**config.mk**
```make
export PLATFORM = sky130hd
export DESIGN_NAME = zlib_frame_wrap_check_core
export DESIGN_NICKNAME = d
export VERILOG_FILES = /design/src/zfwc_pkg.sv /design/src/zfwc_state.sv /design/src/zfwc_burst.sv /design/src/zlib_frame_wrap_check_core.sv
export SDC_FILE = /design/constraint.sdc
export NUM_CORES = 1
export LEC_CHECK = 0
export BUFFER_PORTS_ARGS = -buffer_cell sky130_fd_sc_hd__buf_4
export CAP_MARGIN = 20
export CORE_MARGIN = 3
export CORE_UTILIZATION = 45
export CTS_CLUSTER_SIZE = 20
export DETAILED_ROUTE_END_ITERATION = 10
export PLACE_DENSITY_LB_ADDON = 0.15
export SLEW_MARGIN = 10
export SYNTH_ARGS = -nofsm -noshare
export SYNTH_HDL_FRONTEND = slang
export SYNTH_SLANG_ARGS = --single-unit
```
**constraint.sdc**
```tcl
create_clock -name clk_i -period 8.76 [get_ports clk_i]
set_input_delay 0.876 -clock clk_i [delete_from_list [all_inputs] [get_ports clk_i]]
set_output_delay 0.876 -clock clk_i [all_outputs]
set_load 0.005 [all_outputs]
```
**src/zfwc_pkg.sv**
```systemverilog
// ----------------------------------------------------------------------------
// zfwc_pkg
// shared types, codes and helper functions for the zlib frame wrap/check block
// ----------------------------------------------------------------------------
package zfwc_pkg;

  localparam int unsigned MaxRes = 6;
  localparam int unsigned CntW   = $clog2(MaxRes + 1);
  localparam int unsigned IdxW   = $clog2(MaxRes);

  localparam logic [16:0] AdlerMod  = 17'd65521;
  localparam logic [7:0]  HdrCmf    = 8'h78;
  localparam logic [7:0]  HdrFlg    = 8'h9c;
  localparam logic [31:0] MinStream = 32'd6;
  localparam logic [3:0]  CmMethod  = 4'd8;

  // item kind codes
  localparam logic [1:0] KindData   = 2'd0;
  localparam logic [1:0] KindStream = 2'd1;
  localparam logic [1:0] KindEnd    = 2'd2;

  // configuration register indexes
  localparam logic CfgMode    = 1'b0;
  localparam logic CfgExpSize = 1'b1;

  typedef enum logic [2:0] {
    ST_OK        = 3'd0,
    ST_TOO_SMALL = 3'd1,
    ST_BAD_HDR   = 3'd2,
    ST_PRESET    = 3'd3,
    ST_SIZE      = 3'd4,
    ST_ADLER     = 3'd5
  } status_e;

  typedef struct packed {
    logic [MaxRes-1:0][7:0] bytes;
    logic [CntW-1:0]        cnt;
    logic                   is_status;
    status_e                status;
    logic                   last;
  } burst_t;

  typedef struct packed {
    logic [15:0] low;
    logic [15:0] high;
  } adler_t;

  function automatic logic [15:0] adler_fold(logic [16:0] v);
    logic [16:0] r;
    r = (v >= AdlerMod) ? (v - AdlerMod) : v;
    return r[15:0];
  endfunction

  function automatic adler_t adler_step(adler_t a, logic [7:0] b);
    adler_t n;
    n.low  = adler_fold({1'b0, a.low} + 17'(b));
    n.high = adler_fold({1'b0, a.high} + {1'b0, n.low});
    return n;
  endfunction

  // cmf*256+flg multiple of 31, by folding 5-bit digits (32 = 1 mod 31)
  function automatic logic fcheck_ok(logic [7:0] cmf, logic [7:0] flg);
    logic [15:0] v;
    logic [6:0]  s1;
    logic [5:0]  s2;
    v  = {cmf, flg};
    s1 = 7'(v[4:0]) + 7'(v[9:5]) + 7'(v[14:10]) + 7'(v[15]);
    s2 = 6'(s1[4:0]) + 6'(s1[6:5]);
    return (s2 == 6'd0) || (s2 == 6'd31);
  endfunction

endpackage

```
**src/zfwc_state.sv**
```systemverilog
// ----------------------------------------------------------------------------
// zfwc_state
// job state, adler-32 update and per-request result burst decode
// ----------------------------------------------------------------------------
module zfwc_state (
  input  logic             clk_i,
  input  logic             rst_ni,
  input  logic             mode_i,
  input  logic [31:0]      exp_size_i,
  input  logic             fire_i,
  input  logic [1:0]       kind_i,
  input  logic [7:0]       byte_i,
  output logic             has_res_o,
  output zfwc_pkg::burst_t burst_o
);
  import zfwc_pkg::*;

  adler_t      adler_q, adler_d;
  logic [31:0] scnt_q, scnt_d;
  logic [31:0] dcnt_q, dcnt_d;
  logic [7:0]  cmf_q, cmf_d;
  logic [7:0]  flg_q, flg_d;
  logic [31:0] tail_q, tail_d;
  logic        hsent_q, hsent_d;

  adler_t      adler_nx;
  logic [31:0] adler_word;
  status_e     verdict;

  assign adler_nx   = adler_step(adler_q, byte_i);
  assign adler_word = {adler_q.high, adler_q.low};

  always_comb begin
    if (scnt_q < MinStream) begin
      verdict = ST_TOO_SMALL;
    end else if ((cmf_q[3:0] != CmMethod) || !fcheck_ok(cmf_q, flg_q)) begin
      verdict = ST_BAD_HDR;
    end else if (flg_q[5]) begin
      verdict = ST_PRESET;
    end else if (dcnt_q != exp_size_i) begin
      verdict = ST_SIZE;
    end else if (adler_word != tail_q) begin
      verdict = ST_ADLER;
    end else begin
      verdict = ST_OK;
    end
  end

  always_comb begin
    adler_d   = adler_q;
    scnt_d    = scnt_q;
    dcnt_d    = dcnt_q;
    cmf_d     = cmf_q;
    flg_d     = flg_q;
    tail_d    = tail_q;
    hsent_d   = hsent_q;
    has_res_o = 1'b0;
    burst_o   = '0;
    case (kind_i)
      KindData: begin
        adler_d = adler_nx;
        if (mode_i && (dcnt_q != '1)) begin
          dcnt_d = dcnt_q + 32'd1;
        end
      end
      KindStream: begin
        if (!mode_i) begin
          has_res_o = 1'b1;
          hsent_d   = 1'b1;
          if (!hsent_q) begin
            burst_o.bytes[0] = HdrCmf;
            burst_o.bytes[1] = HdrFlg;
            burst_o.bytes[2] = byte_i;
            burst_o.cnt      = CntW'(3);
          end else begin
            burst_o.bytes[0] = byte_i;
            burst_o.cnt      = CntW'(1);
          end
        end else begin
          if (scnt_q == 32'd0) begin
            cmf_d = byte_i;
          end else if (scnt_q == 32'd1) begin
            flg_d = byte_i;
          end
          tail_d = {tail_q[23:0], byte_i};
          if (scnt_q != '1) begin
            scnt_d = scnt_q + 32'd1;
          end
        end
      end
      KindEnd: begin
        has_res_o    = 1'b1;
        burst_o.last = 1'b1;
        if (!mode_i) begin
          if (!hsent_q) begin
            burst_o.bytes[0] = HdrCmf;
            burst_o.bytes[1] = HdrFlg;
            burst_o.bytes[2] = adler_word[31:24];
            burst_o.bytes[3] = adler_word[23:16];
            burst_o.bytes[4] = adler_word[15:8];
            burst_o.bytes[5] = adler_word[7:0];
            burst_o.cnt      = CntW'(6);
          end else begin
            burst_o.bytes[0] = adler_word[31:24];
            burst_o.bytes[1] = adler_word[23:16];
            burst_o.bytes[2] = adler_word[15:8];
            burst_o.bytes[3] = adler_word[7:0];
            burst_o.cnt      = CntW'(4);
          end
        end else begin
          burst_o.cnt       = CntW'(1);
          burst_o.is_status = 1'b1;
          burst_o.status    = verdict;
        end
        adler_d.low  = 16'd1;
        adler_d.high = 16'd0;
        scnt_d       = '0;
        dcnt_d       = '0;
        cmf_d        = '0;
        flg_d        = '0;
        tail_d       = '0;
        hsent_d      = 1'b0;
      end
      default: begin
      end
    endcase
  end

  always_ff @(posedge clk_i or negedge rst_ni) begin
    if (!rst_ni) begin
      adler_q.low  <= 16'd1;
      adler_q.high <= 16'd0;
      scnt_q       <= '0;
      dcnt_q       <= '0;
      cmf_q        <= '0;
      flg_q        <= '0;
      tail_q       <= '0;
      hsent_q      <= 1'b0;
    end else if (fire_i) begin
      adler_q <= adler_d;
      scnt_q  <= scnt_d;
      dcnt_q  <= dcnt_d;
      cmf_q   <= cmf_d;
      flg_q   <= flg_d;
      tail_q  <= tail_d;
      hsent_q <= hsent_d;
    end
  end

endmodule

```
**src/zfwc_burst.sv**
```systemverilog
// ----------------------------------------------------------------------------
// zfwc_burst
// result burst register and beat sequencer towards the output stream
// ----------------------------------------------------------------------------
module zfwc_burst (
  input  logic             clk_i,
  input  logic             rst_ni,
  input  logic             load_i,
  input  zfwc_pkg::burst_t burst_i,
  output logic             free_o,
  output logic             m_axis_tvalid,
  input  logic             m_axis_tready,
  output logic [15:0]      m_axis_tdata,   // [7:0] out_byte, [10:8] status
  output logic             m_axis_tuser,   // [0] is_status
  output logic             m_axis_tlast
);
  import zfwc_pkg::*;

  burst_t          burst_q;
  logic            busy_q;
  logic [IdxW-1:0] idx_q;
  logic            beat_last;

  assign beat_last = (idx_q == IdxW'(burst_q.cnt - CntW'(1)));
  assign free_o    = !busy_q || (beat_last && m_axis_tready);

  always_ff @(posedge clk_i or negedge rst_ni) begin
    if (!rst_ni) begin
      busy_q <= 1'b0;
      idx_q  <= '0;
    end else if (load_i) begin
      busy_q <= 1'b1;
      idx_q  <= '0;
    end else if (busy_q && m_axis_tready) begin
      if (beat_last) begin
        busy_q <= 1'b0;
      end else begin
        idx_q <= idx_q + IdxW'(1);
      end
    end
  end

  always_ff @(posedge clk_i) begin
    if (load_i) begin
      burst_q <= burst_i;
    end
  end

  assign m_axis_tvalid = busy_q;
  assign m_axis_tdata  = {5'd0, burst_q.status, burst_q.bytes[idx_q]};
  assign m_axis_tuser  = burst_q.is_status;
  assign m_axis_tlast  = burst_q.last && beat_last;

endmodule

```
**src/zlib_frame_wrap_check_core.sv**
```systemverilog
// ----------------------------------------------------------------------------
// zlib_frame_wrap_check_core
// zlib wrapper: header/adler-32 trailer framing, or stream check with verdict
// ----------------------------------------------------------------------------
//  channel   | direction | tdata                         | tuser       | tlast
//  s_axis    | in        | [7:0] byte_value              | [1:0] kind  | -
//  m_axis    | out       | [7:0] out_byte, [10:8] status | [0] is_stat | last
//  cfg       | in        | cfg_wdata_i, index cfg_idx_i  | -           | -
//
//  while not stalled, one request per cycle enters the input register; from
//  there it updates the job state and loads its result burst into the output
//  register; a burst of n results leaves at one beat per cycle while not
//  stalled, and a request with results waits for the burst ahead to drain;
//  requests with no result never wait; rst_ni clears the job state,
//  configuration and both registers; m_axis_tready low stalls the burst and,
//  once a request with results waits in the input register, s_axis_tready
// ----------------------------------------------------------------------------
module zlib_frame_wrap_check_core (
  input  logic        clk_i,
  input  logic        rst_ni,
  input  logic        s_axis_tvalid,
  output logic        s_axis_tready,
  input  logic [7:0]  s_axis_tdata,   // [7:0] byte_value
  input  logic [1:0]  s_axis_tuser,   // [1:0] kind
  output logic        m_axis_tvalid,
  input  logic        m_axis_tready,
  output logic [15:0] m_axis_tdata,   // [7:0] out_byte, [10:8] status
  output logic        m_axis_tuser,   // [0] is_status
  output logic        m_axis_tlast,
  input  logic        cfg_we_i,
  input  logic        cfg_idx_i,
  input  logic [31:0] cfg_wdata_i
);
  import zfwc_pkg::*;

  logic        mode_q;
  logic [31:0] exp_size_q;
  logic        in_valid_q;
  logic [1:0]  in_kind_q;
  logic [7:0]  in_byte_q;
  logic        has_res;
  logic        burst_free;
  logic        take;
  burst_t      burst;

  always_ff @(posedge clk_i or negedge rst_ni) begin
    if (!rst_ni) begin
      mode_q     <= 1'b0;
      exp_size_q <= '0;
    end else if (cfg_we_i) begin
      case (cfg_idx_i)
        CfgMode:    mode_q     <= cfg_wdata_i[0];
        CfgExpSize: exp_size_q <= cfg_wdata_i;
        default: begin
        end
      endcase
    end
  end

  assign take          = in_valid_q && (!has_res || burst_free);
  assign s_axis_tready = !in_valid_q || take;

  always_ff @(posedge clk_i or negedge rst_ni) begin
    if (!rst_ni) begin
      in_valid_q <= 1'b0;
    end else if (s_axis_tvalid && s_axis_tready) begin
      in_valid_q <= 1'b1;
    end else if (take) begin
      in_valid_q <= 1'b0;
    end
  end

  always_ff @(posedge clk_i) begin
    if (s_axis_tvalid && s_axis_tready) begin
      in_kind_q <= s_axis_tuser;
      in_byte_q <= s_axis_tdata;
    end
  end

  zfwc_state u_state (
    .clk_i      (clk_i),
    .rst_ni     (rst_ni),
    .mode_i     (mode_q),
    .exp_size_i (exp_size_q),
    .fire_i     (take),
    .kind_i     (in_kind_q),
    .byte_i     (in_byte_q),
    .has_res_o  (has_res),
    .burst_o    (burst)
  );

  zfwc_burst u_burst (
    .clk_i         (clk_i),
    .rst_ni        (rst_ni),
    .load_i        (take && has_res),
    .burst_i       (burst),
    .free_o        (burst_free),
    .m_axis_tvalid (m_axis_tvalid),
    .m_axis_tready (m_axis_tready),
    .m_axis_tdata  (m_axis_tdata),
    .m_axis_tuser  (m_axis_tuser),
    .m_axis_tlast  (m_axis_tlast)
  );

  a_status_is_last: assert property (@(posedge clk_i) disable iff (!rst_ni)
    m_axis_tvalid && m_axis_tuser |-> m_axis_tlast)
    else $error("verdict not marked last");

  a_status_zero: assert property (@(posedge clk_i) disable iff (!rst_ni)
    m_axis_tvalid && !m_axis_tuser |-> m_axis_tdata[10:8] == 3'd0)
    else $error("status set on a stream byte");

  a_status_byte_zero: assert property (@(posedge clk_i) disable iff (!rst_ni)
    m_axis_tvalid && m_axis_tuser |-> m_axis_tdata[7:0] == 8'd0 && m_axis_tdata[10:8] <= 3'd5)
    else $error("malformed verdict");

endmodule

```
=== After elaboration in Yosys (flattened, before gate mapping) ===
Cells that the tools add are included.

* Register bits after elaboration: 249
* Input bits: 48
* Output and inout port bits: 20
* Word-level logic and storage cells: 149

* Add/subtract/negate cells: 12
* Magnitude comparators: 4
* Equality and inequality tests: 18
* Multiplexer cells: 45
* Bitwise gates (word level): 3
* Reduce and logical (&&, ||, !) cells: 40

{| class="wikitable"
|+ Operators with widths
! operator !! count
|-
| $pmux 32 s2 || 4
|-
| $mux 32 || 4
|-
| $add 32x1->32 const B || 2
|-
| $ne 32x32->1 || 2
|-
| $ne 32x32->1 const B || 2
|-
| $pmux 27 s2 || 1
|-
| $mux 16 || 3
|-
| $mux 8 || 6
|-
| $mux 35 || 1
|-
| $ge 17x16->1 const B || 2
|-
| $eq 32x1->1 const B || 1
|-
| $logic_not 32->1 || 1
|-
| $lt 32x3->1 const B || 1
|-
| $pmux 8 s2 || 2
|-
| $sub 16x16->16 const B || 2
|-
| $mux 27 || 1
|-
| $mux 3 || 9
|-
| $bmux 8 s3 || 1
|-
| $mux 24 || 1
|-
| $add 16x16->17 || 1
|-
| $add 16x8->17 || 1
|-
| $reduce_and 2->1 || 6
|-
| $mux 11 || 1
|-
| $ne 2x1->1 const B || 5
|-
| other kinds (29) || 62
|}

=== Longest topological paths before layout ===
* Depth after elaboration: 11
* Gate-level depth with buffers: 23

=== By module ===
From an unflattened synthesis, not the netlist that was laid out.

* Cell total of the unflattened synthesis: 1529
* Area, all modules: 15349.7 um^2

{| class="wikitable"
|+ By module, submodules not included
! module !! times used !! cells an instance !! area an instance (um^2) !! seq. area each (um^2)
|-
| zfwc_state || 1 || 1308 || 11151.9 || 3629.7
|-
| zfwc_burst || 1 || 133 || 2447.3 || 1781.7
|-
| zlib_frame_wrap_check_core || 1 || 88 || 1750.4 || 1151.1
|}

=== Worst setup path before layout ===
Ideal clock, no wire load.

* Kind: reg-to-reg
* From: reg in_byte_q[0]
* To: reg u_state.adler_q[13] in the netlist's numbering
* Library setup time: 0.122 ns
* Data arrival time: 5.819 ns
* Required time: 8.638 ns
* Path slack: 2.820 ns
* Stages on the path, launching flop included: 23
* Buffers on the path: 1
* Period minus slack after synthesis: 5.940 ns
* Cell sequence: edfxtp_1 ha_1 fa_1 a21o_1 a21boi_0 a21boi_2 xnor2_1 or3b_1 o31a_1 buf_2 xnor2_1 ha_1 inv_1 fa_1 nor2b_2 o2111ai_1 and4b_4 or3_4 a2111oi_4 nand3_4 o31ai_4 nand4_1 a32o_1

* Cells in the longest elaborated chain, start to end: 7
* Elaborated cells on any way between the ends: 9

{| class="wikitable"
|+ Ends and longest elaborated chain
! element !! line !! text
|-
| start, declared || zlib_frame_wrap_check_core.sv:40 || <nowiki>logic [7:0] in_byte_q;</nowiki>
|-
| start signal, assigned || zlib_frame_wrap_check_core.sv:76 || <nowiki>in_byte_q <= s_axis_tdata;</nowiki>
|-
| $add 16x8->17 (*) || zfwc_pkg.sv:56 || <nowiki>n.low = adler_fold({1'b0, a.low} + 17'(b));</nowiki>
|-
| $sub 16x16->16 / $ge 17x16->1 (equally long branches) || zfwc_pkg.sv:50 || <nowiki>r = (v >= AdlerMod) ? (v - AdlerMod) : v;</nowiki>
|-
| $mux 16 (*) || zfwc_pkg.sv:50 ||
|-
| $add 16x16->17 (*) || zfwc_pkg.sv:57 || <nowiki>n.high = adler_fold({1'b0, a.high} + {1'b0, n.low});</nowiki>
|-
| $sub 16x16->16 / $ge 17x16->1 (equally long branches) || zfwc_pkg.sv:50 ||
|-
| $mux 16 (*) || zfwc_pkg.sv:50 ||
|-
| $pmux 32 s2 (*) || zfwc_state.sv:59 || <nowiki>case (kind_i)</nowiki>
|-
| end signal, assigned || zfwc_state.sv:140 || <nowiki>adler_q <= adler_d;</nowiki>
|-
| end, declared || zfwc_state.sv:18 || <nowiki>adler_t adler_q, adler_d;</nowiki>
|}

Every way passes the cells marked *; elsewhere a longest branch is shown, timed or not.
A chain may end at the register's enable or synchronous reset.

=== Worst setup path after layout ===
* From: reg u_state.adler_q[16] in the netlist's numbering
* To: reg u_state.adler_q[13] in the netlist's numbering

* Cells in the longest elaborated chain, start to end: 7
* Elaborated cells on any way between the ends: 9

{| class="wikitable"
|+ Ends and longest elaborated chain
! element !! line
|-
| $add 16x8->17 (*) || zfwc_pkg.sv:56
|-
| $sub 16x16->16 / $ge 17x16->1 (equally long branches) || zfwc_pkg.sv:50
|-
| $mux 16 (*) || zfwc_pkg.sv:50
|-
| $add 16x16->17 (*) || zfwc_pkg.sv:57
|-
| $sub 16x16->16 / $ge 17x16->1 (equally long branches) || zfwc_pkg.sv:50
|-
| $mux 16 (*) || zfwc_pkg.sv:50
|-
| $pmux 32 s2 (*) || zfwc_state.sv:59
|}

Marked as above.

==> qor.txt <==
Resize count post-CTS: 0
GR Overflow Total: 0
Die H: 189 um
Pwr Density: 339 nW/um2
core area: 32700 um2
status: finished clean
antenna violations before repair: 0
pin count of the biggest net entering global routing: 75
Root Buffer: clkbuf_16
CTS buffer count: 29
Post-CTS Hold Fix Bufs: 0
Tmin final: 6.65 ns
R2R Path End: u_state.adler_q[13]
most used flip-flop cell after synthesis: dfrtp_1
clk buf depth: 3
ys async rst share: 73.5%
Critical Path RT: 9.19 ns
sequential area share after synthesis: 43.8%
# Post-CTS Setup Buffers: 0
diode count: 0
CTS sink cnt: 249
switching pwr: 2320 uW
Port Buf Inserts: 62
synth warn: 0
worst skew pair latency: 0.55 ns
Worst R2R Start: u_state.adler_q[16]
Die Span X: 189 um
via count: 11700
Max Clock Skew: 0.0183 ns
Detail Placement HPWL: 27.9 mm
Layout Cell Area excl Fill: 16900 um2
via-per-instance ratio: 5.72
Area after DPL: 15800 um2
DR pass1 iterations: 5
DRT antenna net count: 0
Leak: 0.00693 uW
share of layout cells above drive strength 1: 13.8%
DRC violations left: 0
Initial Utilization: 45.9%
Least-Margin Pin Slew: 0.943 ns
final period utilization: 75.9%
slew margin rel.: 36.9%
Detailed Route WL: 38.9 mm
Synth Instances: 1554
final count of pins violating max slew: 0
CTS H-tree depth: 1
final setup fails: 0
Placer Congestion: 0.899
Clock power frac: 22.7%
Avg WL per Cell: 19.1 um
die footprint: 35600 um2
Logic pwr share: 46.8%
Crit. End Element: flop
Net count, final: 1682
HP Class: in -> async
setup_tns: 0 ns
CTS tree: yes
row cnt: 66
Internal Power: 3390 uW
clock-pin slew reported for the worst setup and hold paths after clock tree synthesis: 0.06 ns
Seq cells post-synth: 249
fmax: 0.150 GHz
worst r2r path cells: 20
Mapped Area: 15000 um2
CP Max Fanout: 10
MaxCap Viol Count: 0
vias in the first global route: 11400
initial detailed-routing violation count: 865
first-pass GRT wire length: 63.6 mm
I/O pins: 68
Reg power frac: 30.5%
crit path DAT: 7.07 ns
Final Hold Fails: 0
Worst R2R Setup Slack: 2.11 ns
Post-synth EDFFs: 66
crit start category: flop
Net Sw Frac: 40.7%
RSZ-0062 raised after global routing: false
GRT Overall Usage: 22.1%
post-synth cell types: 83
VDD IR max: 0.187 mV
Area Overhead vs Synth: 12.4%
Synth Area per Inst: 9.65 um2
kind of critical path: reg -> reg
==> how the worst max path moves through the flow <==
stage	from	depth (start not counted)	endpoint	slack (ns)
floorplan	in_byte_q[0]	22	u_state.adler_q[13]	2.82
global placement	in_byte_q[0]	21	u_state.adler_q[13]	2.32
detailed placement	u_state.adler_q[16]	20	u_state.adler_q[13]	2.20
CTS	u_state.adler_q[16]	20	u_state.adler_q[13]	2.16
global route	in_byte_q[0]	20	u_state.adler_q[13]	1.58
finish	u_state.adler_q[16]	20	u_state.adler_q[13]	2.11
==> cell families (layout without fill, tap and decap cells) <==
family                     after synthesis  after routing  synth area share (%)
and+or+nand+nor                        575            575                  19.3
AOI/OAI and AO/OA                      328            328                  13.8
adders and majority gates               55             55                  4.89
buffers and inverters                  136            178                  3.78
muxes                                   94             94                  7.42
DFF                                    249            249                  43.8
other                                    1              5                0.0250
xor gates and xnor gates               116            116                  6.97
==> Yosys cell counts (7+ instances only) <==
master / number / share of area (%)
buf_1: 10 / 0.25
nor4_1: 23 / 0.96
or3_1: 18 / 0.75
xnor2_1: 67 / 3.9
mux4_2: 8 / 1.2
a22o_1: 10 / 0.58
clkbuf_1: 53 / 1.3
nand4_1: 31 / 1.3
mux2_2: 58 / 4.4
or2_2: 8 / 0.33
a21boi_0: 7 / 0.35
o21ai_0: 106 / 3.5
a21o_1: 16 / 0.80
nor2b_1: 30 / 1.3
dfrtp_1: 182 / 30
nor2_1: 86 / 2.2
o31ai_1: 13 / 0.65
a22oi_1: 9 / 0.45
buf_2: 15 / 0.50
buf_4: 8 / 0.40
and2_1: 37 / 1.5
o22ai_1: 11 / 0.46
xor2_1: 47 / 2.7
nor3_1: 52 / 1.7
mux2i_1: 28 / 1.9
ha_1: 49 / 4.1
edfxtp_1: 66 / 13
a21oi_1: 90 / 3.0
nand3_1: 53 / 1.8
nand2b_1: 10 / 0.42
inv_1: 47 / 1.2
nand2_1: 173 / 4.3
and3_1: 25 / 1.0
==> cell usage in the layout (no fill, tap or decap), types with 6 or more instances in the layout <==
master / count
dfrtp_1: 182
nand2_1: 173
o21ai_0: 106
a21oi_1: 90
nor2_1: 85
buf_4: 73
xnor2_1: 67
edfxtp_1: 66
mux2_2: 58
nand3_1: 53
nor3_1: 52
ha_1: 48
inv_1: 47
xor2_1: 47
and2_1: 37
nand4_1: 31
nor2b_1: 30
clkbuf_16: 29
mux2i_1: 28
and3_1: 25
nor4_1: 23
or3_1: 18
a21o_1: 16
o31ai_1: 12
o22ai_1: 11
nand2b_1: 10
a22o_1: 10
a22oi_1: 9
or2_2: 8
mux4_2: 8
a21boi_0: 7
and4_1: 6
a211oi_1: 6
o211ai_1: 6
fa_1: 6
bufinv_16: 6
==> registers in the layout, indices dropped and copies added, names as in the netlist, 2 cells and up <==
name and count:
u_state.scnt_q 32, exp_size_q 32, u_state.cmf_q 8, u_burst.burst_q 52
u_state.flg_q 8, u_state.adler_q 32, u_burst.idx_q 3, u_state.dcnt_q 32
in_kind_q 2, u_state.tail_q 32, u_burst.m_axis_tdata 3, in_byte_q 8
==> per-layer routing <==
layer	wire length, um	part of all wire, %	vias up	global-route usage (%)
met5	0	0	-	0
met1	18100	47	5682	31.5
met2	17800	46	289	35.1
met4	1380	3.5	0	6.99
met3	1600	4.1	74	2.77
li1	-	-	5635	-
==> metrics by stage <==
step	std cells	hold slack [ns]	power, uW	utilization [%]	setup slack [ns]
3_5_place_dp	1987	0.494	4380	48.2	2.20
6_report	2042	0.300	5710	51.6	2.11
2_1_floorplan	1558	0.470	3700	-	2.82
3_3_place_gp	1987	0.487	4340	48.2	2.32
4_1_cts	2039	0.319	5710	51.4	2.16
5_1_grt	2042	0.327	6150	51.6	1.58
==> power by group through the flow <==
stage	Clock, uW	Combinational, uW	Sequential, uW
floorplan	0	2100	1600
global placement	0	2570	1770
detailed placement	0	2610	1780
CTS	1320	2630	1760
global route	1370	3000	1780
finish	1290	2670	1740
==> worst max-delay path, cell delays in order, from the launching register on <==
cell and delay (ns):
dfstp_2 0.60, ha_1 0.22, fa_1 0.24, a21o_1 0.15, a21boi_0 0.17, o311ai_2 0.47, o21ai_0 0.17, a2111o_1 0.49
o31a_1 0.42, nor2_1 0.19, xor2_1 0.25, ha_1 0.39, a21oi_1 0.28, nand3b_1 0.11, o211ai_1 0.44, o211ai_1 0.34
a2111oi_4 0.50, nand3_4 0.22, o31ai_4 0.47, nand4_1 0.14, a32o_1 0.27
==> cell type report <==
type	instances	area, um2
fill	3058	15800
multi-input combinational	1173	7910
clock inverter	16	254
tap	442	553
sequential	249	6560
inverter	49	184
clock buffer	36	772
timing repair buffer	77	622
(Power assumes the default switching activity.)
